--- src/prt_pkg.sv ---
`timescale 1ns / 1ps
`default_nettype none
// ----------------------------------------------------------------------------
// prt_pkg: shared types and constants
// Slot layout, opcodes and result codes of the probe retry scheduler table.
// ----------------------------------------------------------------------------
package prt_pkg;

  typedef enum logic [1:0] {
    OpAdd    = 2'd0,
    OpRemove = 2'd1,
    OpTick   = 2'd2
  } op_e;

  localparam logic KindSend   = 1'b0;
  localparam logic KindReject = 1'b1;

  // register index of probe_count on the configuration port
  localparam logic RegProbeCount = 1'b0;

  localparam logic [7:0]  ProbeReset = 8'd40;
  localparam logic [10:0] DelayMax   = 11'd2047;
  localparam int          MaxResults = 16;
  localparam int          NresW      = $clog2(MaxResults + 1);

  typedef struct packed {
    logic [31:0] addr;
    logic [15:0] port;
    logic [15:0] probe_port;
    logic [15:0] msg_kind;
    logic [3:0]  link;
    logic [10:0] delay;
    logic [7:0]  probes;
  } slot_t;

  typedef struct packed {
    logic  valid;
    slot_t slot;
  } entry_t;

  // what the head of the ring reports for the entry passing it
  typedef struct packed {
    logic   emit;
    logic   key_hit;
    logic   free;
    entry_t next;
  } head_res_t;

  typedef struct packed {
    logic        kind;
    logic [31:0] addr;
    logic [15:0] port;
    logic [15:0] msg_kind;
    logic [3:0]  link;
    logic        last;
  } result_t;

endpackage
`default_nettype wire

--- src/prt_cell.sv ---
`timescale 1ns / 1ps
`default_nettype none
// ----------------------------------------------------------------------------
// prt_cell: one table slot of the ring
// Holds one peer entry; takes its neighbor's entry on a shift or a direct load.
// ----------------------------------------------------------------------------
module prt_cell (
  input  wire logic            clk_i,
  input  wire logic            rst_ni,
  input  wire logic            shift_i,
  input  wire prt_pkg::entry_t shift_data_i,
  input  wire logic            load_i,
  input  wire prt_pkg::entry_t load_data_i,
  output prt_pkg::entry_t      entry_o
);

  logic           valid_q;
  prt_pkg::slot_t slot_q;

  always_ff @(posedge clk_i or negedge rst_ni) begin
    if (!rst_ni) begin
      valid_q <= 1'b0;
    end else if (load_i) begin
      valid_q <= load_data_i.valid;
    end else if (shift_i) begin
      valid_q <= shift_data_i.valid;
    end
  end

  always_ff @(posedge clk_i) begin
    if (load_i) begin
      slot_q <= load_data_i.slot;
    end else if (shift_i) begin
      slot_q <= shift_data_i.slot;
    end
  end

  assign entry_o.valid = valid_q;
  assign entry_o.slot  = slot_q;

endmodule
`default_nettype wire

--- src/prt_head.sv ---
`timescale 1ns / 1ps
`default_nettype none
// ----------------------------------------------------------------------------
// prt_head: entry update at the head of the ring
// Key match, removal, free-slot detect, delay countdown and probe emission for one slot.
// ----------------------------------------------------------------------------
module prt_head (
  input  wire prt_pkg::op_e    op_i,
  input  wire prt_pkg::entry_t entry_i,
  input  wire logic [31:0]     key_addr_i,
  input  wire logic [15:0]     key_port_i,
  input  wire logic            can_send_i,
  output prt_pkg::head_res_t   res_o
);

  logic key_hit;

  assign key_hit = entry_i.valid && (entry_i.slot.addr == key_addr_i) &&
                   (entry_i.slot.port == key_port_i);

  always_comb begin
    res_o         = '0;
    res_o.next    = entry_i;
    res_o.key_hit = key_hit;
    res_o.free    = !entry_i.valid;
    case (op_i)
      prt_pkg::OpRemove: begin
        if (key_hit) begin
          res_o.next.valid = 1'b0;
        end
      end
      prt_pkg::OpTick: begin
        if (entry_i.valid) begin
          if (entry_i.slot.delay != 11'd0) begin
            res_o.next.slot.delay = entry_i.slot.delay - 11'd1;
          end else if (entry_i.slot.probes != 8'd0) begin
            // over the per-tick cap the peer waits untouched
            if (can_send_i) begin
              res_o.emit             = 1'b1;
              res_o.next.slot.probes = entry_i.slot.probes - 8'd1;
              if (entry_i.slot.probes == 8'd1) begin
                res_o.next.valid = 1'b0;
              end
            end
          end else begin
            res_o.next.valid = 1'b0;
          end
        end
      end
      default: ;
    endcase
  end

endmodule
`default_nettype wire

--- src/probe_retry_scheduler_table.sv ---
`timescale 1ns / 1ps
`default_nettype none
// ----------------------------------------------------------------------------
// probe_retry_scheduler_table: peer table with timed handshake probes
// Add, remove and tick items walk a ring of slot cells past one update head.
// ----------------------------------------------------------------------------
// an item runs accept, one ring step per slot, then one closing step; a ring
//   step or closing step whose result finds the result stage full stalls until tready
// one item is in work at a time; a new item is taken only once the last is done
// a tick result is held until the next sender reaches the head or the closing step
// reset: async low; slots empty, probe_count 40, no clearing pass
module probe_retry_scheduler_table #(
  parameter int TABLE_ENTRIES = 16,
  parameter int TICK_MS       = 50
) (
  input  wire logic          clk_i,
  input  wire logic          rst_ni,
  // input items
  input  wire logic          s_axis_tvalid_i,
  output logic               s_axis_tready_o,
  // [31:0] peer_addr, [47:32] peer_port, [63:48] probe_port,
  // [79:64] msg_kind, [83:80] link_id, [99:84] start_delay, [103:100] zero
  input  wire logic [103:0]  s_axis_tdata_i,
  // [1:0] opcode
  input  wire logic [1:0]    s_axis_tuser_i,
  // result items
  output logic               m_axis_tvalid_o,
  input  wire logic          m_axis_tready_i,
  // [31:0] out_addr, [47:32] out_port, [63:48] out_msg_kind,
  // [67:64] out_link, [71:68] zero
  output logic [71:0]        m_axis_tdata_o,
  // [0] result_kind
  output logic               m_axis_tuser_o,
  output logic               m_axis_tlast_o,
  // configuration
  input  wire logic          psel,
  input  wire logic          penable,
  input  wire logic          pwrite,
  input  wire logic [2:0]    paddr,
  input  wire logic [31:0]   pwdata,
  output logic [31:0]        prdata,
  output logic               pready
);

  localparam int IdxW = (TABLE_ENTRIES > 1) ? $clog2(TABLE_ENTRIES) : 1;
  localparam logic [IdxW-1:0] LastIdx = IdxW'(TABLE_ENTRIES - 1);
  // ceil(2^32 / TICK_MS): exact quotient for every 16-bit delay
  localparam logic [32:0] Recip =
    33'(((64'd1 << 32) + 64'(TICK_MS) - 64'd1) / 64'(TICK_MS));

  typedef enum logic [2:0] {
    StIdle  = 3'b001,
    StWalk  = 3'b010,
    StFlush = 3'b100
  } state_e;

  state_e                      state_q, state_d;
  logic [IdxW-1:0]             idx_q, idx_d;
  logic [1:0]                  op_q;
  logic                        match_found_q, match_found_d;
  logic [IdxW-1:0]             match_idx_q, match_idx_d;
  logic                        free_found_q, free_found_d;
  logic [IdxW-1:0]             free_idx_q, free_idx_d;
  logic [prt_pkg::NresW-1:0]   nres_q, nres_d;
  logic                        hold_valid_q, hold_valid_d;
  prt_pkg::result_t            hold_q;
  logic                        out_valid_q, out_valid_d;
  prt_pkg::result_t            out_q, out_new;
  logic                        out_load;
  logic [7:0]                  probe_count_q;

  logic [31:0]                 key_addr_q;
  logic [15:0]                 key_port_q;
  logic [15:0]                 probe_port_q;
  logic [15:0]                 msg_kind_q;
  logic [3:0]                  link_q;
  logic [10:0]                 ticks_q;

  logic                        in_acc;
  logic                        out_free;
  logic                        walk_adv;
  logic                        cfg_wr;
  logic [48:0]                 dms_prod;
  logic [16:0]                 ticks_raw;
  logic [10:0]                 ticks_sat;
  logic                        load_en;
  logic [IdxW-1:0]             load_idx;
  prt_pkg::entry_t             load_entry;
  prt_pkg::result_t            send_res;
  prt_pkg::head_res_t          head_res;
  prt_pkg::entry_t             cell_q [TABLE_ENTRIES];

  assign in_acc          = s_axis_tvalid_i && s_axis_tready_o;
  assign s_axis_tready_o = (state_q == StIdle);
  assign out_free        = !out_valid_q || m_axis_tready_i;

  // delay in ticks by reciprocal multiply, then saturate
  assign dms_prod  = 49'(s_axis_tdata_i[99:84]) * 49'(Recip);
  assign ticks_raw = dms_prod[48:32];
  assign ticks_sat = (ticks_raw > 17'(prt_pkg::DelayMax)) ? prt_pkg::DelayMax
                                                           : ticks_raw[10:0];

  // configuration port
  assign pready = 1'b1;
  assign cfg_wr = psel && penable && pwrite && (paddr[2] == prt_pkg::RegProbeCount);
  assign prdata = (paddr[2] == prt_pkg::RegProbeCount) ? {24'd0, probe_count_q} : 32'd0;

  always_ff @(posedge clk_i or negedge rst_ni) begin
    if (!rst_ni) begin
      probe_count_q <= prt_pkg::ProbeReset;
    end else if (cfg_wr) begin
      probe_count_q <= pwdata[7:0];
    end
  end

  // head of the ring sees slot idx_q during the walk
  prt_head u_head (
    .op_i       (prt_pkg::op_e'(op_q)),
    .entry_i    (cell_q[0]),
    .key_addr_i (key_addr_q),
    .key_port_i (key_port_q),
    .can_send_i (nres_q < prt_pkg::NresW'(prt_pkg::MaxResults)),
    .res_o      (head_res)
  );

  assign walk_adv = (state_q == StWalk) &&
                    !(head_res.emit && hold_valid_q && !out_free);

  assign load_idx = match_found_q ? match_idx_q : free_idx_q;
  assign load_en  = (state_q == StFlush) && (op_q == prt_pkg::OpAdd) &&
                    (match_found_q || free_found_q);

  assign load_entry.valid           = 1'b1;
  assign load_entry.slot.addr       = key_addr_q;
  assign load_entry.slot.port       = key_port_q;
  assign load_entry.slot.probe_port = probe_port_q;
  assign load_entry.slot.msg_kind   = msg_kind_q;
  assign load_entry.slot.link       = link_q;
  assign load_entry.slot.delay      = ticks_q;
  assign load_entry.slot.probes     = probe_count_q;

  assign send_res.kind     = prt_pkg::KindSend;
  assign send_res.addr     = cell_q[0].slot.addr;
  assign send_res.port     = cell_q[0].slot.probe_port;
  assign send_res.msg_kind = cell_q[0].slot.msg_kind;
  assign send_res.link     = cell_q[0].slot.link;
  assign send_res.last     = 1'b0;

  for (genvar k = 0; k < TABLE_ENTRIES; k++) begin : g_cell
    prt_pkg::entry_t shift_in;
    if (k == TABLE_ENTRIES - 1) begin : g_tail
      assign shift_in = head_res.next;
    end else begin : g_mid
      assign shift_in = cell_q[k+1];
    end
    prt_cell u_cell (
      .clk_i        (clk_i),
      .rst_ni       (rst_ni),
      .shift_i      (walk_adv),
      .shift_data_i (shift_in),
      .load_i       (load_en && (load_idx == IdxW'(k))),
      .load_data_i  (load_entry),
      .entry_o      (cell_q[k])
    );
  end

  always_comb begin
    state_d       = state_q;
    idx_d         = idx_q;
    match_found_d = match_found_q;
    match_idx_d   = match_idx_q;
    free_found_d  = free_found_q;
    free_idx_d    = free_idx_q;
    nres_d        = nres_q;
    hold_valid_d  = hold_valid_q;
    out_valid_d   = out_valid_q && !m_axis_tready_i;
    out_load      = 1'b0;
    out_new       = hold_q;
    unique case (state_q)
      StIdle: begin
        if (in_acc) begin
          state_d       = StWalk;
          idx_d         = '0;
          match_found_d = 1'b0;
          free_found_d  = 1'b0;
          nres_d        = '0;
          hold_valid_d  = 1'b0;
        end
      end
      StWalk: begin
        if (walk_adv) begin
          idx_d = idx_q + 1'b1;
          if (op_q == prt_pkg::OpAdd) begin
            if (head_res.key_hit && !match_found_q) begin
              match_found_d = 1'b1;
              match_idx_d   = idx_q;
            end
            if (head_res.free && !free_found_q) begin
              free_found_d = 1'b1;
              free_idx_d   = idx_q;
            end
          end
          // one result is held back so the final one can carry last
          if (head_res.emit) begin
            nres_d       = nres_q + 1'b1;
            hold_valid_d = 1'b1;
            if (hold_valid_q) begin
              out_load = 1'b1;
            end
          end
          if (idx_q == LastIdx) begin
            state_d = StFlush;
          end
        end
      end
      StFlush: begin
        case (op_q)
          prt_pkg::OpAdd: begin
            if (match_found_q || free_found_q) begin
              state_d = StIdle;
            end else if (out_free) begin
              out_load          = 1'b1;
              out_new.kind      = prt_pkg::KindReject;
              out_new.addr      = key_addr_q;
              out_new.port      = key_port_q;
              out_new.msg_kind  = msg_kind_q;
              out_new.link      = link_q;
              out_new.last      = 1'b1;
              state_d           = StIdle;
            end
          end
          prt_pkg::OpTick: begin
            if (!hold_valid_q) begin
              state_d = StIdle;
            end else if (out_free) begin
              out_load     = 1'b1;
              out_new.last = 1'b1;
              hold_valid_d = 1'b0;
              state_d      = StIdle;
            end
          end
          default: begin
            state_d = StIdle;
          end
        endcase
      end
      default: begin
        state_d = StIdle;
      end
    endcase
    if (out_load) begin
      out_valid_d = 1'b1;
    end
  end

  always_ff @(posedge clk_i or negedge rst_ni) begin
    if (!rst_ni) begin
      state_q       <= StIdle;
      idx_q         <= '0;
      match_found_q <= 1'b0;
      free_found_q  <= 1'b0;
      nres_q        <= '0;
      hold_valid_q  <= 1'b0;
      out_valid_q   <= 1'b0;
    end else begin
      state_q       <= state_d;
      idx_q         <= idx_d;
      match_found_q <= match_found_d;
      free_found_q  <= free_found_d;
      nres_q        <= nres_d;
      hold_valid_q  <= hold_valid_d;
      out_valid_q   <= out_valid_d;
    end
  end

  always_ff @(posedge clk_i) begin
    match_idx_q <= match_idx_d;
    free_idx_q  <= free_idx_d;
    if (in_acc) begin
      op_q         <= s_axis_tuser_i;
      key_addr_q   <= s_axis_tdata_i[31:0];
      key_port_q   <= s_axis_tdata_i[47:32];
      probe_port_q <= s_axis_tdata_i[63:48];
      msg_kind_q   <= s_axis_tdata_i[79:64];
      link_q       <= s_axis_tdata_i[83:80];
      ticks_q      <= ticks_sat;
    end
    if (walk_adv && head_res.emit) begin
      hold_q <= send_res;
    end
    if (out_load) begin
      out_q <= out_new;
    end
  end

  assign m_axis_tvalid_o = out_valid_q;
  assign m_axis_tdata_o  = {4'd0, out_q.link, out_q.msg_kind, out_q.port, out_q.addr};
  assign m_axis_tuser_o  = out_q.kind;
  assign m_axis_tlast_o  = out_q.last;

endmodule
`default_nettype wire

--- config.mk ---
export PLATFORM = sky130hd
export DESIGN_NAME = probe_retry_scheduler_table
export DESIGN_NICKNAME = d
export VERILOG_FILES = /design/src/prt_pkg.sv /design/src/prt_cell.sv /design/src/prt_head.sv /design/src/probe_retry_scheduler_table.sv
export SDC_FILE = /design/constraint.sdc
export NUM_CORES = 2
export LEC_CHECK = 0
export BUFFER_PORTS_ARGS = -buffer_cell sky130_fd_sc_hd__buf_2
export CORE_ASPECT_RATIO = 0.75
export CORE_MARGIN = 5
export CORE_UTILIZATION = 45
export DETAILED_ROUTE_END_ITERATION = 6
export PLACE_DENSITY_LB_ADDON = 0.2
export RECOVER_POWER = 50
export SLEW_MARGIN = 40
export SYNTH_ARGS = -nofsm -noshare
export SYNTH_HDL_FRONTEND = slang
export SYNTH_SLANG_ARGS = --single-unit
--- constraint.sdc ---
create_clock -name clk_i -period 8.17 [get_ports clk_i]
set_input_delay 0.4085 -clock clk_i [delete_from_list [all_inputs] [get_ports clk_i]]
set_output_delay 0.4085 -clock clk_i [all_outputs]
set_load 0.005 [all_outputs]
==> results.yml <==
sta:
  period_share_pct: 83.36
  max_freq_mhz: 146.8
  worst_slew_pin_slew_ns: 5.187
  slew_headroom_pct: -245.8
  fin_skew_ns: 0.04457
  final.setup.worst_slack_ns: 1.360
  finalSetupViolations: 0
  rsz0062_at_grt: "no"
  drv_slew: 1701
  setup_tns_ns: 0
  min_period_ns: 6.810
  hold_violations: 0
yosys:
  ys_seq_area_share_pct: 66.70
  yosysUniqueCellTypes: 61
  ys.flop_type: "edfxtp_1"
  synth-async-reset-ratio_pct: 2.071
  yosys_warnings: 0
  post_synth.cell_area_avg_um2: 16.90
  synth_edf_count: 1891
  synthCells: 5127
  synth-seq-cells: 1931
  syn_area_um2: 86640
power:
  power.total_w: 0.02920
  p_leak_nw: 34.22
  p_per_area_nw_per_um2: 300.9
  ir_drop_uv: 214.4
floorplan:
  core-area_um2: 191500
  die_x_um: 516.7
  die_h_um: 390.0
  die_area_um2: 201500
  io_pins: 257
  rows: 139
  start_util_pct: 45.25
worst_setup_path:
  critPathLaunch: "op_q[0]$_DFFE_PP_"
  r2r_slack_ns: 1.36
  arrival_ns: 6.94
  start_kind: "flop"
  slowest_delay_ns: 1.30
  critical_path_class: "flop to flop"
  end_kind: "flop"
  r2r_start: "op_q[0]$_DFFE_PP_"
  cpMaxStageDelayCell: "clkbuf_1"
  cp_max_fo: 34
  path_buf_inv: 3
  worstPathCellList: "inv_1, ha_1, and2_0, nand2_1, nor2_1, nand3_1, o21ai_0, clkbuf_1, nand2b_1, clkbuf_1"
  path_common_cell: "clkbuf_1"
  cp.required_ns: 8.30
  critical_path.top_delay_family: "simple AND/OR/NAND/NOR gates"
route:
  drc: 0
  firstDrtPassIters: 6
  antenna_left: 0
  drtIter0Drc: 4056
  viasPerCell: 5.531
  routedWlPerCell_um: 26.72
  drt_wl_total_mm: 215.1
  via_count: 44530
clock_network:
  tritoncts: "built"
  clock_latency_ns: 0.82
  cts_buffer_depth: 3
  cts_made_buffers: 187
  post_cts_buffers: 0
  htree_levels: 4
  cts_sinks: 1931
  clkSlewWorstSetupHoldPaths_ns: 0.06
  cts_root_buf: "clkbuf_16"
  cts_resized: 0
  hold_buffers: 96
run:
  maxCapViolCount: 46
worst_hold_path:
  hold_path_class: "input port to flop"
  hold_start: "m_axis_tready_i"
final_layout:
  fin_nets: 5792
  fillCellCount: 15850
  multi_input_area_um2: 26700
  regArea_um2: 57790
  drive_gt1_share_pct: 37.89
  area_growth_pct: 11.99
placed_design:
  gp_congestion: 0.8575
  portBuffers: 197
  post-place-ws_ns: 1.492
  place_hpwl_mm: 119.4
global_routing:
  overflow: 0
  grtUsageTotal_pct: 21.17
  grt_pass1_wl_mm: 314.5
  grt_pass1_vias: 45180
  grt_max_degree: 81
  antenna_found_initial: 8
status:
  status: "finished with violations"
  violations: "max-capacitance violations, max-slew violations"
## logic make-up after synthesis
logic type | count (synthesis) | share of synthesized area, %
and+or+nand+nor | 475 | 2.416
muxes | 1639 | 21.30
AOI/OAI and AO/OA | 114 | 0.8131
adders and majority gates | 294 | 5.294
buffers and inverters | 605 | 2.786
DFF | 1931 | 66.70
xor gates and xnor gates | 67 | 0.6773
other | 2 | 0.008668
## cell usage in the layout, fill, tap and decap left out, types with 7 or more instances in the layout
master	n
nand4_1	11
nor2_1	61
nor2b_1	14
dlygate4sd3_1	96
nor4_1	9
dfrtp_1	37
clkbuf_1	132
clkinv_1	55
bufinv_16	10
conb_1	29
or3_1	10
mux2_1	26
nor3_1	14
edfxtp_1	1891
diode_2	8
buf_6	10
a21oi_1	49
xor2_1	37
clkbuf_16	194
clkinv_2	32
ha_1	173
a21o_1	10
inv_1	221
nand3_1	32
xnor2_1	30
buf_2	120
nand2_1	275
o21ai_0	17
nand2b_1	7
mux2_2	1612
buf_4	53
fa_1	121
## path summary, 6_finish.rpt
path	to	cells after the start
setup / recovery	g_cell[0].u_cell.entry_o[14]$_DFFE_PP_	10
hold / removal	m_axis_tvalid_o$_DFF_PN0_	4
setup reg to reg	g_cell[0].u_cell.entry_o[14]$_DFFE_PP_	10
hold reg to reg	hold_q[17]$_DFFE_PP_	0
max in group asynchronous	g_cell[3].u_cell.valid_q$_DFFE_PN0P_	2
min in group asynchronous	probe_count_q[7]$_DFFE_PN0P_	2
## cell usage after synthesis, types with 10 or more instances
cell	number	area [µm²]
a21o_1	10	75.07
a21oi_1	49	245.2
buf_1	104	390.4
buf_2	27	135.1
buf_4	29	217.7
clkbuf_1	222	833.3
dfrtp_1	37	925.9
edfxtp_1	1891	56780
fa_1	121	2422
ha_1	173	2165
inv_1	222	833.3
mux2_2	1638	18450
nand2_1	287	1077
nand3_1	32	160.2
nand4_1	11	68.82
nor2_1	61	229.0
nor2b_1	15	93.84
nor3_1	14	70.07
nor4_1	11	68.82
o21ai_0	15	75.07
or3_1	10	62.56
xnor2_1	30	262.8
xor2_1	37	324.1
## worst min-delay path, cell delays in order
cell and delay, ns:
buf_2 0.15, nor2b_1 0.11, nor2_1 0.11, nand2_1 0.06
## power breakdown
group | switching, W | total (W) | internal, W | leakage, nW
Clock | 0.00384 | 0.00853 | 0.00469 | 2.90
Combinational | 0.00362 | 0.00589 | 0.00227 | 13.5
Sequential | 0.000923 | 0.0148 | 0.0138 | 17.9
## area by class of cell
class                      count  area share [%]
clock inverter               113          0.9208
timing repair buffer         389           2.667
clock buffer                 231           5.178
antenna                        8         0.02063
inverter                     223          0.8653
sequential                  1931           59.56
tap                         2538           3.273
multi-input combinational   2618           27.51
## state kept, by name, indices dropped and copies added, names as in the netlist, 2 cells and up
| name | flops |
|---|---|
| key_port_q | 16 |
| msg_kind_q | 16 |
| ticks_q | 11 |
| idx_q | 4 |
| link_q | 4 |
| state_q | 3 |
| hold_q | 68 |
| m_axis_tdata_o | 68 |
| nres_q | 5 |
| g_cell.u_cell.valid_q | 16 |
| free_idx_q | 4 |
| probe_count_q | 8 |
| match_idx_q | 4 |
| key_addr_q | 32 |
| op_q | 2 |
| g_cell.u_cell.entry_o | 1648 |
| probe_port_q | 16 |
## per-layer routing
metal | track usage (%) | vias up | part of all wire (%)
met5 | 0 | - | 0
met4 | 4.567 | 0 | 2.1
met3 | 3.794 | 269 | 5.5
met2 | 32.51 | 1061 | 45
met1 | 31.63 | 23530 | 47
li1 | - | 19680 | -
## metrics by stage
stage,cells,util (%),hold slack (ns),area [µm²]
2_1_floorplan,5154,-,0.1129,86740
5_1_grt,8049,50.67,0.02130,97020
4_1_cts,8039,50.86,0.03866,97380
3_5_place_dp,7599,47.27,0.4285,90510
3_3_place_gp,7595,47.16,0.4264,90290
6_report,8051,50.67,0.06344,97020
Note: power is estimated with default switching activity, not from simulation.
